[config.mk]
export PLATFORM = sky130hd
export DESIGN_NAME = mtdc_ctrl
export DESIGN_NICKNAME = d
export VERILOG_FILES = /design/src/sv/mtdc_pkg.sv /design/src/sv/mtdc_ctrl.sv
export SDC_FILE = /design/constraint.sdc
export NUM_CORES = 1
export LEC_CHECK = 0
export BUFFER_PORTS_ARGS = -buffer_cell sky130_fd_sc_hd__buf_4
export CAP_MARGIN = 20
export CELL_PAD_IN_SITES_DETAIL_PLACEMENT = 1
export CELL_PAD_IN_SITES_GLOBAL_PLACEMENT = 2
export CORE_AREA = 2 2 39 41
export CTS_CLUSTER_DIAMETER = 100
export CTS_CLUSTER_SIZE = 28
export DETAILED_ROUTE_END_ITERATION = 16
export DIE_AREA = 0 0 41 43
export PLACE_DENSITY = 0.57
export SYNTH_ARGS = -nofsm -noshare
export SYNTH_HDL_FRONTEND = slang
export SYNTH_SLANG_ARGS = --single-unit
[constraint.sdc]
create_clock -name i_clk -period 2 [get_ports i_clk]
set_input_delay 0.3 -clock i_clk [delete_from_list [all_inputs] [get_ports i_clk]]
set_output_delay 0.3 -clock i_clk [all_outputs]
set_load 0.05 [all_outputs]
[src/sv/mtdc_pkg.sv]
// ----------------------------------------------------------------------------
// mtdc_pkg
// shared types and constants of the multi-track delay compensation unit
// ----------------------------------------------------------------------------
package mtdc_pkg;

    localparam int TRACKS       = 16;
    localparam int MAX_DELAY    = 1024;
    localparam int SAMPLE_WIDTH = 32;

    localparam int TRACK_W = $clog2(TRACKS);
    localparam int DELAY_W = $clog2(MAX_DELAY);
    localparam int CAP_W   = DELAY_W + 1;
    localparam int COUNT_W = 5;
    localparam int LAT_IN_W = 11;
    localparam int ADDR_W  = TRACK_W + DELAY_W;

    localparam logic OP_SET     = 1'b0;
    localparam logic OP_PROCESS = 1'b1;

    localparam logic REG_TRACK_COUNT     = 1'b0;
    localparam logic REG_COMPENSATION_ON = 1'b1;

    typedef enum logic [2:0] {
        S_IDLE,
        S_DISPATCH,
        S_MAX,
        S_DELAY,
        S_OUT
    } t_state;

    typedef struct packed {
        logic capture;
        logic mem_access;
        logic max_step;
        logic delay_step;
        logic out_fire;
    } t_cmd;

    typedef struct packed {
        logic is_set;
        logic active;
        logic ring_on;
        logic idx_last;
    } t_status;

endpackage

[src/sv/mtdc_ctrl.sv]
// ----------------------------------------------------------------------------
// mtdc_ctrl
// controller: sequences capture, ring access, latency scan and result strobe
// ----------------------------------------------------------------------------
module mtdc_ctrl import mtdc_pkg::*; (
    input  logic    i_clk,
    input  logic    i_rst_n,
    input  logic    start,
    input  t_status i_status,
    output t_cmd    o_cmd,
    output logic    busy
);

    t_state r_state;
    t_state n_state;

    always_ff @(posedge i_clk) begin
        if (!i_rst_n) begin
            r_state <= S_IDLE;
        end else begin
            r_state <= n_state;
        end
    end

    always_comb begin
        n_state = r_state;
        case (r_state)
            S_IDLE: begin
                if (start) n_state = S_DISPATCH;
            end
            S_DISPATCH: begin
                if (i_status.is_set && i_status.active) n_state = S_MAX;
                else n_state = S_OUT;
            end
            S_MAX: begin
                if (i_status.idx_last) n_state = S_DELAY;
            end
            S_DELAY: begin
                if (i_status.idx_last) n_state = S_OUT;
            end
            S_OUT: begin
                n_state = S_IDLE;
            end
            default: begin
                n_state = S_IDLE;
            end
        endcase
    end

    always_comb begin
        o_cmd = '0;
        busy  = 1'b1;
        case (r_state)
            S_IDLE: begin
                busy          = 1'b0;
                o_cmd.capture = start;
            end
            S_DISPATCH: begin
                o_cmd.mem_access = i_status.ring_on;
            end
            S_MAX: begin
                o_cmd.max_step = 1'b1;
            end
            S_DELAY: begin
                o_cmd.delay_step = 1'b1;
            end
            S_OUT: begin
                o_cmd.out_fire = 1'b1;
            end
            default: begin
                busy = 1'b1;
            end
        endcase
    end

endmodule

==> tab_implementation.tex, run 1 <==
\begin{tabular}{lr}
\hline
Metric & Value \\
\hline
\multicolumn{2}{l}{\textbf{Worst setup path}} \\
\quad Worst setup EP type & primary output \\
\quad Worst-case reg-to-reg path depth & 3 \\
\quad Crit Path Category & register to primary output \\
\quad Setup slack of the worst register-to-register path & 0.94 ns \\
\quad R2R Path End & r\_state[1] \\
\quad Maximum net fanout on the critical path & 9 \\
\quad Worst setup SP type & register \\
\quad Critical R2R Launch & r\_state[1] \\
\quad Required time at the endpoint of the critical path & 1.70 ns \\
\quad WP data arrival & 1.31 ns \\
\multicolumn{2}{l}{\textbf{Cells and area}} \\
\quad Number of nets in the finished design & 45 \\
\quad Registers with the most flip-flops & r\_state: 3 flops \\
\quad Seq. cell area & 60.06 µm² \\
\quad Register bank with the most flops & r\_state \\
\quad Final core utilization & 0.2333 \\
\quad Area growth from synthesis to final layout & 68.63\% \\
\quad Flip-flop count of the largest register after layout & 3 \\
\quad Layout cells sized above 1 & 0.5135 \\
\quad Area taken by multi-input logic gates & 122.6 µm² \\
\quad Count of antenna diodes in the layout & 0 \\
\quad Fill count & 173 \\
\multicolumn{2}{l}{\textbf{Floorplanning}} \\
\quad Height of the chip & 43 µm \\
\quad Initial Util & 0.1383 \\
\quad Area of the core & 0.001384 mm² \\
\quad IO Pins & 13 \\
\quad Row count & 14 \\
\quad Die area & 0.001763 mm² \\
\quad Horizontal die dimension & 41 µm \\
\multicolumn{2}{l}{\textbf{Run status}} \\
\quad Status & finished, final reports clean \\
\multicolumn{2}{l}{\textbf{Global route}} \\
\quad Total global routing overflow & 0 \\
\quad Global-route wire length before repair & 862 µm \\
\quad Pin count of the biggest net entering global routing & 10 \\
\quad Number of antenna violations at the first check in global routing & 0 \\
\quad Gr usage total & 0.08317 \\
\quad Vias in the first global route & 208 \\
\multicolumn{2}{l}{\textbf{Power}} \\
\quad Switching part of the total power & 0.3347 \\
\quad Final Total Pwr & 260.6 µW \\
\quad Power per standard cell area & 807.2 mW/mm² \\
\quad Proportion of power drawn by flip-flops and latches & 0.283 \\
\quad Sw power & 87.22 µW \\
\quad Logic gate share of total power & 0.316 \\
\quad Internal Pwr Total & 173.4 µW \\
\quad Peak VDD IR & 0.3618 mV \\
\quad Leakage dissipation & 0.1471 nW \\
\quad Clock share of power & 0.400 \\
\multicolumn{2}{l}{\textbf{Logic synthesis}} \\
\quad Total of flip-flops plus latches after synthesis & 3 \\
\quad Count of yosys warnings during synthesis & 0 \\
\quad Yosys cell types & 16 \\
\quad Number of cells produced by synthesis & 22 \\
\quad Seq/Total Area, Yosys & 0.3137 \\
\quad Post-synthesis average cell area & 8.702 µm² \\
\quad Synth Cell Area & 191.4 µm² \\
\quad Net count after synthesis & 29 \\
\multicolumn{2}{l}{\textbf{Route}} \\
\quad Post-DRT Antenna Nets & 0 \\
\quad Residual DRC & 0 \\
\quad Total iterations of the first detailed-routing run & 1 \\
\quad Detailed Route WL & 559 µm \\
\quad Drt initial violations & 0 \\
\quad Via-to-Cell Ratio & 4.151 \\
\quad Routed via count & 220 \\
\quad Wire length per cell & 10.55 µm \\
\multicolumn{2}{l}{\textbf{Hold path}} \\
\quad Cell count of the worst hold path & 3 \\
\quad Sink of the worst hold path & r\_state[1] \\
\quad Launch point of the worst hold path & i\_rst\_n \\
\quad Path category of the worst min-delay check & input port to register \\
\multicolumn{2}{l}{\textbf{STA}} \\
\quad Total negative setup slack & 0 ns \\
\quad Setup repair after global routing missed its margin & false \\
\quad Post-route minimum period & 1.614 ns \\
\quad Final setup violation count & 0 \\
\quad Worst Hold Slack & 0.3702 ns \\
\quad Number of hold violations in the final report & 0 \\
\quad Max Clk Rate & 619.7 MHz \\
\quad Clock tree skew after final layout & 0.002620 ns \\
\quad Worst-Margin Slew & 0.2989 ns \\
\quad Fin worst setup slack & 0.3863 ns \\
\quad Worst slew margin relative to its limit & 0.8005 \\
\quad Share of the cycle needed by the critical path after routing & 0.8069 \\
\quad Pins over their slew limit & 0 \\
\multicolumn{2}{l}{\textbf{Placed design}} \\
\quad Weighted congestion at the end of routability-driven global placement & 0.6297 \\
\quad Count of buffers inserted at the top-level ports & 12 \\
\quad Post-DP HPWL & 432.3 µm \\
\quad Pre-CTS setup slack & 0.6093 ns \\
\multicolumn{2}{l}{\textbf{Clock tree}} \\
\quad CTS hold repair buffers & 0 \\
\quad Clock Pin Slew Worst Setup and Hold Paths & 0.03 ns \\
\quad Master cell of the clock root buffer & clkbuf\_4 \\
\quad Clock latency reported for the late side of the worst-skew pair & 0.23 ns \\
\quad TritonCTS sink count & 3 \\
\quad Gates resized, CTS repair & 0 \\
\quad Buffers from clock root to sink, at most & 2 \\
\quad Clock tree from TritonCTS & built \\
\quad Maximum level of the CTS H-tree & 1 \\
\quad Total clock buffers created by CTS & 3 \\
\quad Post-CTS setup buffers & 0 \\
\multicolumn{2}{l}{\textbf{Run}} \\
\quad Max-cap violation count & 0 \\
\hline
\end{tabular}
==> stage by stage <==
stage	area, µm²	cells
after floorplan	197.7	22
final	322.8	53
after detailed placement	296.5	49
after global routing	322.8	53
after CTS	322.8	53
after global placement	296.5	49
==> worst max path at each step <==
stage               startpoint        to  slack, ns  cells after the start
floorplan           r_state[1]  o_cmd[2]        0.1                      1
CTS                 r_state[0]  o_cmd[4]       0.36                      3
finish              r_state[0]  o_cmd[4]       0.39                      3
global placement    r_state[0]  o_cmd[4]       0.64                      3
detailed placement  r_state[0]  o_cmd[4]       0.61                      3
global route        r_state[0]  o_cmd[4]       0.30                      3
==> cell families (layout without fill, tap and decap cells) <==
family | count (synthesis) | after routing | share of synthesized area
AOI/OAI and AO/OA | 2 | 2 | 0.06535
buffers and inverters | 2 | 17 | 0.07841
DFF | 3 | 3 | 0.3137
and+or+nand+nor | 15 | 15 | 0.5425
==> layout by cell type (no fill, tap or decap) <==
cell type / synthesis / layout
a21oi_1: 1 / 1
or2_0: 1 / 1
inv_1: 1 / 1
buf_4: 0 / 12
nor2_2: 1 / 1
clkbuf_4: 0 / 3
and3b_2: 1 / 1
nor3b_1: 3 / 3
nand2_1: 2 / 2
nor4bb_2: 0 / 1
or3_4: 1 / 1
dfxtp_1: 3 / 3
nand2b_1: 2 / 2
clkbuf_1: 0 / 1
nor3_1: 1 / 1
a22oi_1: 1 / 1
and3b_1: 1 / 1
nor2_1: 1 / 1
==> metal layers <==
layer	GRT usage	part of all wire	up-vias
li1	-	-	107
met1	0.07987	0.43	98
met2	0.1063	0.42	15
met3	0.07853	0.15	0
met4	0.06000	0	0
met5	0	0	-
==> synth_stat cells <==
| cell type | n | area [µm²] |
|---|---|---|
| nor4bb_1 | 1 | 10.01 |
| or2_0 | 1 | 6.260 |
| and3b_2 | 1 | 10.01 |
| nor3b_1 | 3 | 22.52 |
| a21oi_1 | 1 | 5.000 |
| nand2b_1 | 2 | 12.51 |
| nor2_2 | 1 | 6.260 |
| inv_1 | 1 | 3.750 |
| buf_6 | 1 | 11.26 |
| or3_4 | 1 | 11.26 |
| nand2_1 | 2 | 7.510 |
| a22oi_1 | 1 | 7.510 |
| nor2_1 | 1 | 3.750 |
| nor3_1 | 1 | 5.000 |
| dfxtp_1 | 3 | 60.06 |
| and3b_1 | 1 | 8.760 |
==> critical path: stages, from the launching register on <==
cell and delay [ns]:
dfxtp_1 0.38, or3_4 0.42, nor2_2 0.08, buf_4 0.19
==> power groups by stage <==
stage               Clock, mW  Combinational (mW)  Sequential, mW
finish                  0.104              0.0825          0.0738
global route            0.117              0.0881          0.0759
CTS                     0.111              0.0835          0.0742
detailed placement          0              0.0835          0.0752
global placement            0              0.0824          0.0743
floorplan                   0              0.0653          0.0689
==> layout make-up <==
| type | instances | area share |
|---|---|---|
| Inverter | 1 | 0.01163 |
| Tap cell | 16 | 0.06202 |
| Clock buffer | 4 | 0.08140 |
| Timing Repair Buffer | 12 | 0.2791 |
| Sequential cell | 3 | 0.1860 |
| Multi-Input combinational cell | 17 | 0.3798 |
No activity file was read; power rests on OpenSTA's default activity.
==> run 2: changes to the inputs <==
Settings changed: ABC_AREA set to 1, CORE_AREA 2 2 39 41 to unset, CORE_UTILIZATION set to 15, DIE_AREA 0 0 41 43 to unset, PLACE_DENSITY 0.57 to 0.63.
Clock period 2 ns to 1.4 ns, I/O delays scaled along.
==> run 2 against run 1 <==
Net effect:
- highest routed layer unchanged
- worst setup slack got worse by 0.30 ns
- clock power increased by 42%
- sequential cell count unchanged
- final cell count is 23% higher
- largest power group is now combinational cells
==> tab_implementation.tex, run 2 <==
\begin{tabular}{lr}
\hline
Metric & Value \\
\hline
\multicolumn{2}{l}{\textbf{Global route}} \\
\quad Gr usage total & 0.08686 (+0.003691) \\
\quad Vias in the first global route & 246 (+18\%) \\
\quad Global-route wire length before repair & 917 µm (+6.4\%) \\
\quad Total global routing overflow & 0 (unchanged) \\
\quad Number of antenna violations at the first check in global routing & 0 (unchanged) \\
\quad Pin count of the biggest net entering global routing & 6 (-4) \\
\multicolumn{2}{l}{\textbf{Logic synthesis}} \\
\quad Asr flop ratio synth & 0 (unchanged) \\
\quad Yosys cell types & 12 (-4) \\
\quad Synth area leader & dfxtp\_1 \\
\quad Top post-synthesis cells by count & 9 x nand2\_1, 7 x inv\_1, 5 x nor2\_1, 3 x dfxtp\_1 \\
\quad Total of flip-flops plus latches after synthesis & 3 (unchanged) \\
\quad Synthesized-area fraction occupied by and/or/nand/nor cells & 0.5682 (+0.02570) \\
\quad Number of cells produced by synthesis & 34 (+55\%) \\
\quad Net count after synthesis & 41 (+41\%) \\
\quad Cells taking the most area after synthesis & dfxtp\_1 27\%, nand2\_1 15\%, inv\_1 12\%, nand3\_2 9.1\%, nand3b\_4 9.1\% \\
\quad Post-synth EDFFs & 0 (unchanged) \\
\quad Share of the synthesized area in the top cell type & 0.2727 (-0.04100) \\
\quad Seq/Total Area, Yosys & 0.2727 (-0.04100) \\
\quad Fraction of the mapped netlist area in compound gates & 0.02273 (-0.04263) \\
\quad Most common flop cell mapped by yosys & dfxtp\_1 \\
\quad Count of yosys warnings during synthesis & 0 (unchanged) \\
\quad XOR/XNOR Fraction of Synth Area & 0 (unchanged) \\
\quad Main combinational cell family by area after synthesis & simple AND/OR/NAND/NOR gates \\
\quad Synth Cell Area & 220.2 µm² (+15\%) \\
\quad Synthesized-area fraction occupied by adder cells & 0 (unchanged) \\
\quad Post-synthesis average cell area & 6.477 µm² (-26\%) \\
\quad Most frequent cell after synthesis & nand2\_1 \\
\quad Proportion of synthesized area in mux cells & 0 (unchanged) \\
\multicolumn{2}{l}{\textbf{Worst setup path}} \\
\quad Required time at the endpoint of the critical path & 1.19 ns (-0.51 ns) \\
\quad Cell count along the critical path & 5 (+2) \\
\quad R2R Path End & r\_state[0] \\
\quad Crit Path Category & register to primary output \\
\quad Worst-case reg-to-reg path depth & 4 (+1) \\
\quad Largest stage delay on the critical path & 0.37 ns (-0.05 ns) \\
\quad Critical-path cell with the highest stage delay & dfxtp\_2 \\
\quad Ordered list of cells on the worst path & inv\_1, nor2\_2, inv\_1, nor2\_2, buf\_6 \\
\quad Crit-path leading delay family & flip-flops \\
\quad Maximum net fanout on the critical path & 4 (-5) \\
\quad Setup slack of the worst register-to-register path & 0.48 ns (-0.46 ns) \\
\quad Critical path buffer and inverter count & 3 (+2) \\
\quad WP data arrival & 1.10 ns (-0.21 ns) \\
\quad Worst setup EP type & primary output \\
\quad Critical R2R Launch & r\_state[2] \\
\quad Worst setup SP type & register \\
\multicolumn{2}{l}{\textbf{Placed design}} \\
\quad Count of buffers inserted at the top-level ports & 12 (unchanged) \\
\quad Weighted congestion at the end of routability-driven global placement & 0.6714 (+6.6\%) \\
\quad Post-DP HPWL & 503.8 µm (+17\%) \\
\quad Pre-CTS setup slack & 0.2361 ns (-0.3731 ns) \\
\quad Number of cells in the design after placement & 61 (+24\%) \\
\multicolumn{2}{l}{\textbf{Hold path}} \\
\quad Sink of the worst hold path & r\_state[1] \\
\quad Cell count of the worst hold path & 3 (unchanged) \\
\quad Path category of the worst min-delay check & input port to register \\
\quad Launch point of the worst hold path & i\_rst\_n \\
\multicolumn{2}{l}{\textbf{Cells and area}} \\
\quad Count of antenna diodes in the layout & 0 (unchanged) \\
\quad Final Non-Filler Cells & 65 (+23\%) \\
\quad Most frequent cells in the layout & 10 x buf\_4, 9 x nand2\_1, 7 x inv\_1, 4 x nor2\_2, 3 x clkbuf\_4 \\
\quad Flip-flop count of the largest register after layout & 3 (unchanged) \\
\quad Number of nets in the finished design & 58 (+29\%) \\
\quad Layout cells sized above 1 & 0.5600 (+0.04649) \\
\quad Register bank with the most flops & r\_state \\
\quad Area growth from synthesis to final layout & 73.86\% \\
\quad Registers with the most flip-flops & r\_state: 3 flops \\
\quad Most common library cell in the layout ignoring fill and taps & buf\_4 \\
\multicolumn{2}{l}{\textbf{Clock tree}} \\
\quad TritonCTS sink count & 3 (unchanged) \\
\quad Master cell of the clock root buffer & clkbuf\_4 \\
\quad Clock latency reported for the late side of the worst-skew pair & 0.23 ns (about the same) \\
\quad Maximum level of the CTS H-tree & 1 (unchanged) \\
\quad Clock Pin Slew Worst Setup and Hold Paths & 0.04 ns (about the same) \\
\quad Clock tree from TritonCTS & built \\
\quad Total clock buffers created by CTS & 3 (unchanged) \\
\quad Buffers from clock root to sink, at most & 2 (unchanged) \\
\multicolumn{2}{l}{\textbf{Power}} \\
\quad Power per standard cell area & 1352 mW/mm² (+68\%) \\
\quad Leakage dissipation & 0.2133 nW (+45\%) \\
\quad Peak VDD IR & 0.3248 mV (-10\%) \\
\multicolumn{2}{l}{\textbf{STA}} \\
\quad Pins over their slew limit & 0 (unchanged) \\
\quad Setup repair after global routing missed its margin & false \\
\quad Share of the cycle needed by the critical path after routing & 0.9392 \\
\quad Clock tree skew after final layout & 0.002279 ns (-0.0003410 ns) \\
\quad Worst-Margin Slew & 0.1845 ns (-0.1144 ns) \\
\quad Number of hold violations in the final report & 0 (unchanged) \\
\quad Final setup violation count & 0 (unchanged) \\
\quad Fin worst setup slack & 0.08512 ns (-0.3012 ns) \\
\quad Worst slew margin relative to its limit & 0.8768 (+0.07638) \\
\quad Post-route minimum period & 1.315 ns \\
\quad Max Clk Rate & 760.5 MHz \\
\multicolumn{2}{l}{\textbf{Run status}} \\
\quad Status & finished, final reports clean \\
\multicolumn{2}{l}{\textbf{Route}} \\
\quad Total iterations of the first detailed-routing run & 2 (+1) \\
\quad Detailed Route WL & 566 µm (+1.3\%) \\
\quad Post-DRT Antenna Nets & 0 (unchanged) \\
\quad Via-to-Cell Ratio & 3.985 (-4.0\%) \\
\quad Drt initial violations & 3 (+3) \\
\quad Routed via count & 259 (+18\%) \\
\quad Wire length per cell & 8.708 µm (-17\%) \\
\quad Residual DRC & 0 (unchanged) \\
\multicolumn{2}{l}{\textbf{Floorplanning}} \\
\quad Horizontal die dimension & 40.32 µm (-1.7\%) \\
\quad Height of the chip & 40.32 µm (-6.2\%) \\
\quad Die area & 0.001625 mm² (-7.8\%) \\
\quad Initial Util & 0.1651 (+0.02677) \\
\quad Row count & 13 (-1) \\
\quad IO Pins & 13 (unchanged) \\
\quad Area of the core & 0.001334 mm² (-3.6\%) \\
\multicolumn{2}{l}{\textbf{Run}} \\
\quad Max-cap violation count & 0 (unchanged) \\
\hline
\end{tabular}
## run 2: cell types whose count changed after synthesis, moves of 2 or more
cell / change
nand2_1: +7
inv_1: +6
nor2_1: +4
nor3b_1: -3
nand2b_1: -2
nand3_2: +2
## run 2: cell families (layout without fill, tap and decap cells)
kind of cell | count (synthesis) | after routing
compound gates | 1 | 1
buf+inv | 8 | 24
flops | 3 | 3
simple gates | 22 | 22
## run 2: layout make-up
cell class	instances	area, µm²
Clock buffer	4	26.28
Fill cell	178	950.9
Inverter	8	30.03
Multi-Input combinational cell	23	147.6
Sequential cell	3	62.56
Tap cell	15	18.77
Timing Repair Buffer	12	97.59
## run 2: power breakdown
part	internal [mW]	total (mW)	switching, mW	leakage [nW]
clock	0.107	0.148	0.0414	0.0150
sequential	0.101	0.121	0.0205	0.0253
combinational	0.0838	0.249	0.165	0.173
## run 2: worst max-delay path by stage
stage	endpoint	slack (ns)	start
2_1_floorplan	o_cmd[4]	-0.19	r_state[0]
3_3_place_gp	o_cmd[4]	0.26	r_state[0]
3_5_place_dp	o_cmd[4]	0.24	r_state[0]
4_1_cts	o_cmd[4]	-0.01	r_state[0]
5_1_grt	o_cmd[1]	0.007	r_state[0]
6_report	o_cmd[1]	0.09	r_state[0]
## run 2: repair_timing
item                       in CTS  in global routing
hold buffers                    0                  0
setup endpoints to repair       1                  5
setup buffers                   0                  0
resized for setup               0                  5
## run 2: metrics by stage
| stage | utilization | total power, mW | setup TNS [ns] | hold WS [ns] | instance area, µm² |
|---|---|---|---|---|---|
| after floorplan | - | 0.2936 | -0.1851 | 0.3076 | 232.7 |
| after global placement | 0.2561 | 0.3596 | 0 | 0.4230 | 341.6 |
| after detailed placement | 0.2561 | 0.3634 | 0 | 0.4263 | 341.6 |
| after CTS | 0.2758 | 0.5199 | -0.01455 | 0.1818 | 367.9 |
| after global routing | 0.2871 | 0.5616 | 0 | 0.1999 | 382.9 |
| final | 0.2871 | 0.5178 | 0 | 0.1883 | 382.9 |
## run 2: layer usage
| metal | global-route usage | routed length [µm] | up-vias |
|---|---|---|---|
| met3 | 0.05000 | 36 | 0 |
| met1 | 0.08911 | 234 | 117 |
| met5 | 0 | 0 | - |
| li1 | - | - | 134 |
| met4 | 0.02500 | 0 | 0 |
| met2 | 0.1492 | 295 | 8 |
## run 2: worst register-to-register path: stages, from the launching register on
cell	delay, ns
dfxtp_1	0.34
inv_1	0.14
nand3b_4	0.11
a21oi_1	0.15
nor2_1	0.06
==> run 3: changes to the inputs <==
--- a/constraint.sdc
+++ b/constraint.sdc
@@ -3,2 +3,2 @@
 set_output_delay 0.21 -clock i_clk [all_outputs]
-set_load 0.05 [all_outputs]
+set_load 0.01 [all_outputs]
==> run 3 against run 2 <==
Net effect:
- critical path depth decreased by 1
- sequential power decreased by 4%
- non-clock buffer count unchanged
- global-route usage increased by 2.4 points
- worst setup slack improved by 0.030 ns
- hold slack got worse by 0.0027 ns
- via count decreased by 3.5%
- final area decreased by 6.9%
- wire length increased by 11%
- maximum frequency increased by 2.3%
- sequential cell count unchanged
- largest cell class unchanged
==> tab_implementation.tex, run 3 (synthesis results as in run 2) <==
\begin{tabular}{lr}
\hline
Metric & Value \\
\hline
\multicolumn{2}{l}{\textbf{Run status}} \\
\quad Status & finished, final reports clean \\
\multicolumn{2}{l}{\textbf{Cells and area}} \\
\quad Register bank with the most flops & r\_state \\
\quad Final std cell area, no fill & 356.6 µm² (-6.9\%) \\
\quad Count of antenna diodes in the layout & 0 (unchanged) \\
\quad Fill count & 179 (+0.56\%) \\
\quad Registers with the most flip-flops & r\_state: 3 flops \\
\quad Most frequent cells in the layout & 12 x buf\_4, 9 x nand2\_1, 7 x inv\_1, 5 x nor2\_1, 3 x clkbuf\_4 \\
\quad Area growth from synthesis to final layout & 61.93\% \\
\quad Number of nets in the finished design & 58 (unchanged) \\
\quad Most common library cell in the layout ignoring fill and taps & buf\_4 \\
\quad Layout cells sized above 1 & 0.4600 (-0.1000) \\
\quad Flip-flop count of the largest register after layout & 3 (unchanged) \\
\multicolumn{2}{l}{\textbf{Power}} \\
\quad Switching part of the total power & 0.3546 (-0.08354) \\
\quad Peak VDD IR & 0.5809 mV (+79\%) \\
\quad Proportion of power drawn by flip-flops and latches & 0.267 (+0.033) \\
\quad Leakage dissipation & 0.2069 nW (-3.0\%) \\
\quad Logic gate share of total power & 0.370 (-0.110) \\
\quad Power per standard cell area & 1218 mW/mm² (-9.9\%) \\
\quad Internal Pwr Total & 280.3 µW (-3.7\%) \\
\quad Clock share of power & 0.363 (+0.077) \\
\quad Sw power & 154.0 µW (-32\%) \\
\multicolumn{2}{l}{\textbf{Worst setup path}} \\
\quad Crit Path Category & register to primary output \\
\quad Worst setup SP type & register \\
\quad Maximum net fanout on the critical path & 4 (unchanged) \\
\quad Worst-case reg-to-reg path depth & 4 (unchanged) \\
\quad Worst setup EP type & primary output \\
\quad Required time at the endpoint of the critical path & 1.19 ns (about the same) \\
\quad WP data arrival & 1.08 ns (-0.02 ns) \\
\multicolumn{2}{l}{\textbf{Floorplanning}} \\
\quad Height of the chip & 40.32 µm (unchanged) \\
\quad Horizontal die dimension & 40.32 µm (unchanged) \\
\quad IO Pins & 13 (unchanged) \\
\quad Area of the core & 0.001334 mm² (unchanged) \\
\quad Die area & 0.001625 mm² (unchanged) \\
\quad Initial Util & 0.1651 (unchanged) \\
\quad Row count & 13 (unchanged) \\
\multicolumn{2}{l}{\textbf{Route}} \\
\quad Detailed Route WL & 629 µm (+11\%) \\
\quad Residual DRC & 0 (unchanged) \\
\quad Drt initial violations & 3 (unchanged) \\
\quad Via-to-Cell Ratio & 3.846 (-3.5\%) \\
\quad Routed via count & 250 (-3.5\%) \\
\quad Post-DRT Antenna Nets & 0 (unchanged) \\
\quad Wire length per cell & 9.677 µm (+11\%) \\
\quad Total iterations of the first detailed-routing run & 4 (+2) \\
\multicolumn{2}{l}{\textbf{Clock tree}} \\
\quad Clock latency reported for the late side of the worst-skew pair & 0.24 ns (about the same) \\
\quad Master cell of the clock root buffer & clkbuf\_4 \\
\quad TritonCTS sink count & 3 (unchanged) \\
\quad Clock tree from TritonCTS & built \\
\quad Buffers from clock root to sink, at most & 2 (unchanged) \\
\quad Clock Pin Slew Worst Setup and Hold Paths & 0.04 ns (about the same) \\
\quad Total clock buffers created by CTS & 3 (unchanged) \\
\quad Maximum level of the CTS H-tree & 1 (unchanged) \\
\quad Post-CTS setup buffers & 0 (unchanged) \\
\multicolumn{2}{l}{\textbf{STA}} \\
\quad Share of the cycle needed by the critical path after routing & 0.9179 (-0.02128) \\
\quad Number of hold violations in the final report & 0 (unchanged) \\
\quad Setup repair after global routing missed its margin & false \\
\quad Max Clk Rate & 778.2 MHz (+2.3\%) \\
\quad Post-route minimum period & 1.285 ns (-0.02980 ns) \\
\quad Worst-Margin Slew & 0.2513 ns (+0.06682 ns) \\
\quad Pins over their slew limit & 0 (unchanged) \\
\quad Worst slew margin relative to its limit & 0.8322 (-0.04461) \\
\quad Clock tree skew after final layout & 0.004493 ns (+0.002215 ns) \\
\quad Final setup violation count & 0 (unchanged) \\
\quad Total negative setup slack & 0 ns (unchanged) \\
\multicolumn{2}{l}{\textbf{Placed design}} \\
\quad Weighted congestion at the end of routability-driven global placement & 0.6935 (+3.3\%) \\
\quad Count of buffers inserted at the top-level ports & 12 (unchanged) \\
\quad Post-placement cell area & 329.1 µm² (-3.7\%) \\
\quad Post-DP HPWL & 489 µm (-2.9\%) \\
\multicolumn{2}{l}{\textbf{Global route}} \\
\quad Total global routing overflow & 0 (unchanged) \\
\quad Vias in the first global route & 261 (+6.1\%) \\
\quad Pin count of the biggest net entering global routing & 6 (unchanged) \\
\quad Number of antenna violations at the first check in global routing & 0 (unchanged) \\
\quad Gr usage total & 0.1107 (+0.02387) \\
\quad Global-route wire length before repair & 1097 µm (+20\%) \\
\multicolumn{2}{l}{\textbf{Hold path}} \\
\quad Path category of the worst min-delay check & input port to register \\
\quad Cell count of the worst hold path & 3 (unchanged) \\
\multicolumn{2}{l}{\textbf{Run}} \\
\quad Max-cap violation count & 0 (unchanged) \\
\hline
\end{tabular}
==> run 3: cell types whose count changed in the layout (fill, tap and decap cells not counted) <==
cell / change
buf_4: +2
buf_6: -2
dfxtp_1: +1
nor2_1: +3
nor2_2: -2
nor2_4: -1
nor3_1: +1
dfxtp_2: -1
nor3_2: -1
==> run 3: power groups by stage <==
stage          combinational [mW]  sequential (mW)  clock [mW]
2_1_floorplan              0.0979            0.112           0
3_3_place_gp                0.159            0.115           0
3_5_place_dp                0.163            0.116           0
4_1_cts                     0.164            0.115       0.169
5_1_grt                     0.181            0.119       0.180
6_report                    0.161            0.116       0.158
==> run 3: area by class of cell <==
class | instances | area, µm² | share of cell area
tap | 15 | 18.77 | 0.05263
sequential | 3 | 61.31 | 0.1719
clock buffer | 4 | 26.28 | 0.07368
inverter | 8 | 30.03 | 0.08421
multi-input combinational | 23 | 130.1 | 0.3649
timing repair buffer | 12 | 90.09 | 0.2526
==> run 3: per-layer routing <==
layer / wire length, µm / GRT usage
met1: 247 / 0.1086
met2: 336 / 0.1734
met3: 45 / 0.08333
met4: 0 / 0.05000
met5: 0 / 0
==> run 3: worst max-delay path, cell delays in order, from the launching register on <==
cell and delay, ns:
dfxtp_2 0.33, nor2_2 0.20, nand2_1 0.10, nor2_1 0.09
buf_4 0.12
==> run 3: per-stage QoR <==
| step | hold slack (ns) | setup slack, ns | power, mW | instances | utilization |
|---|---|---|---|---|---|
| 6_report | 0.1855 | 0.1149 | 0.4343 | 65 | 0.2674 |
| 5_1_grt | 0.1921 | 0.009236 | 0.4794 | 65 | 0.2674 |
| 4_1_cts | 0.1779 | 0.06165 | 0.4468 | 65 | 0.2664 |
| 3_5_place_dp | 0.4236 | 0.3242 | 0.2785 | 61 | 0.2467 |
| 3_3_place_gp | 0.4254 | 0.3703 | 0.2741 | 61 | 0.2467 |
| 2_1_floorplan | 0.3076 | 0.3977 | 0.2103 | 34 | - |
==> run 3: path summary, 6_finish.rpt <==
check / startpoint / end / slack (ns)
worst max-delay path: r_state[0] / o_cmd[4] / 0.11
worst min-delay path: i_rst_n / r_state[1] / 0.19
worst max register to register: r_state[0] / r_state[0] / 0.43
worst min register to register: r_state[0] / r_state[0] / 0.51
==> run 3: timing repair <==
action	in CTS	in global routing
endpoints found under the setup margin	0	3
gates resized for setup	0	1
hold buffers	0	0
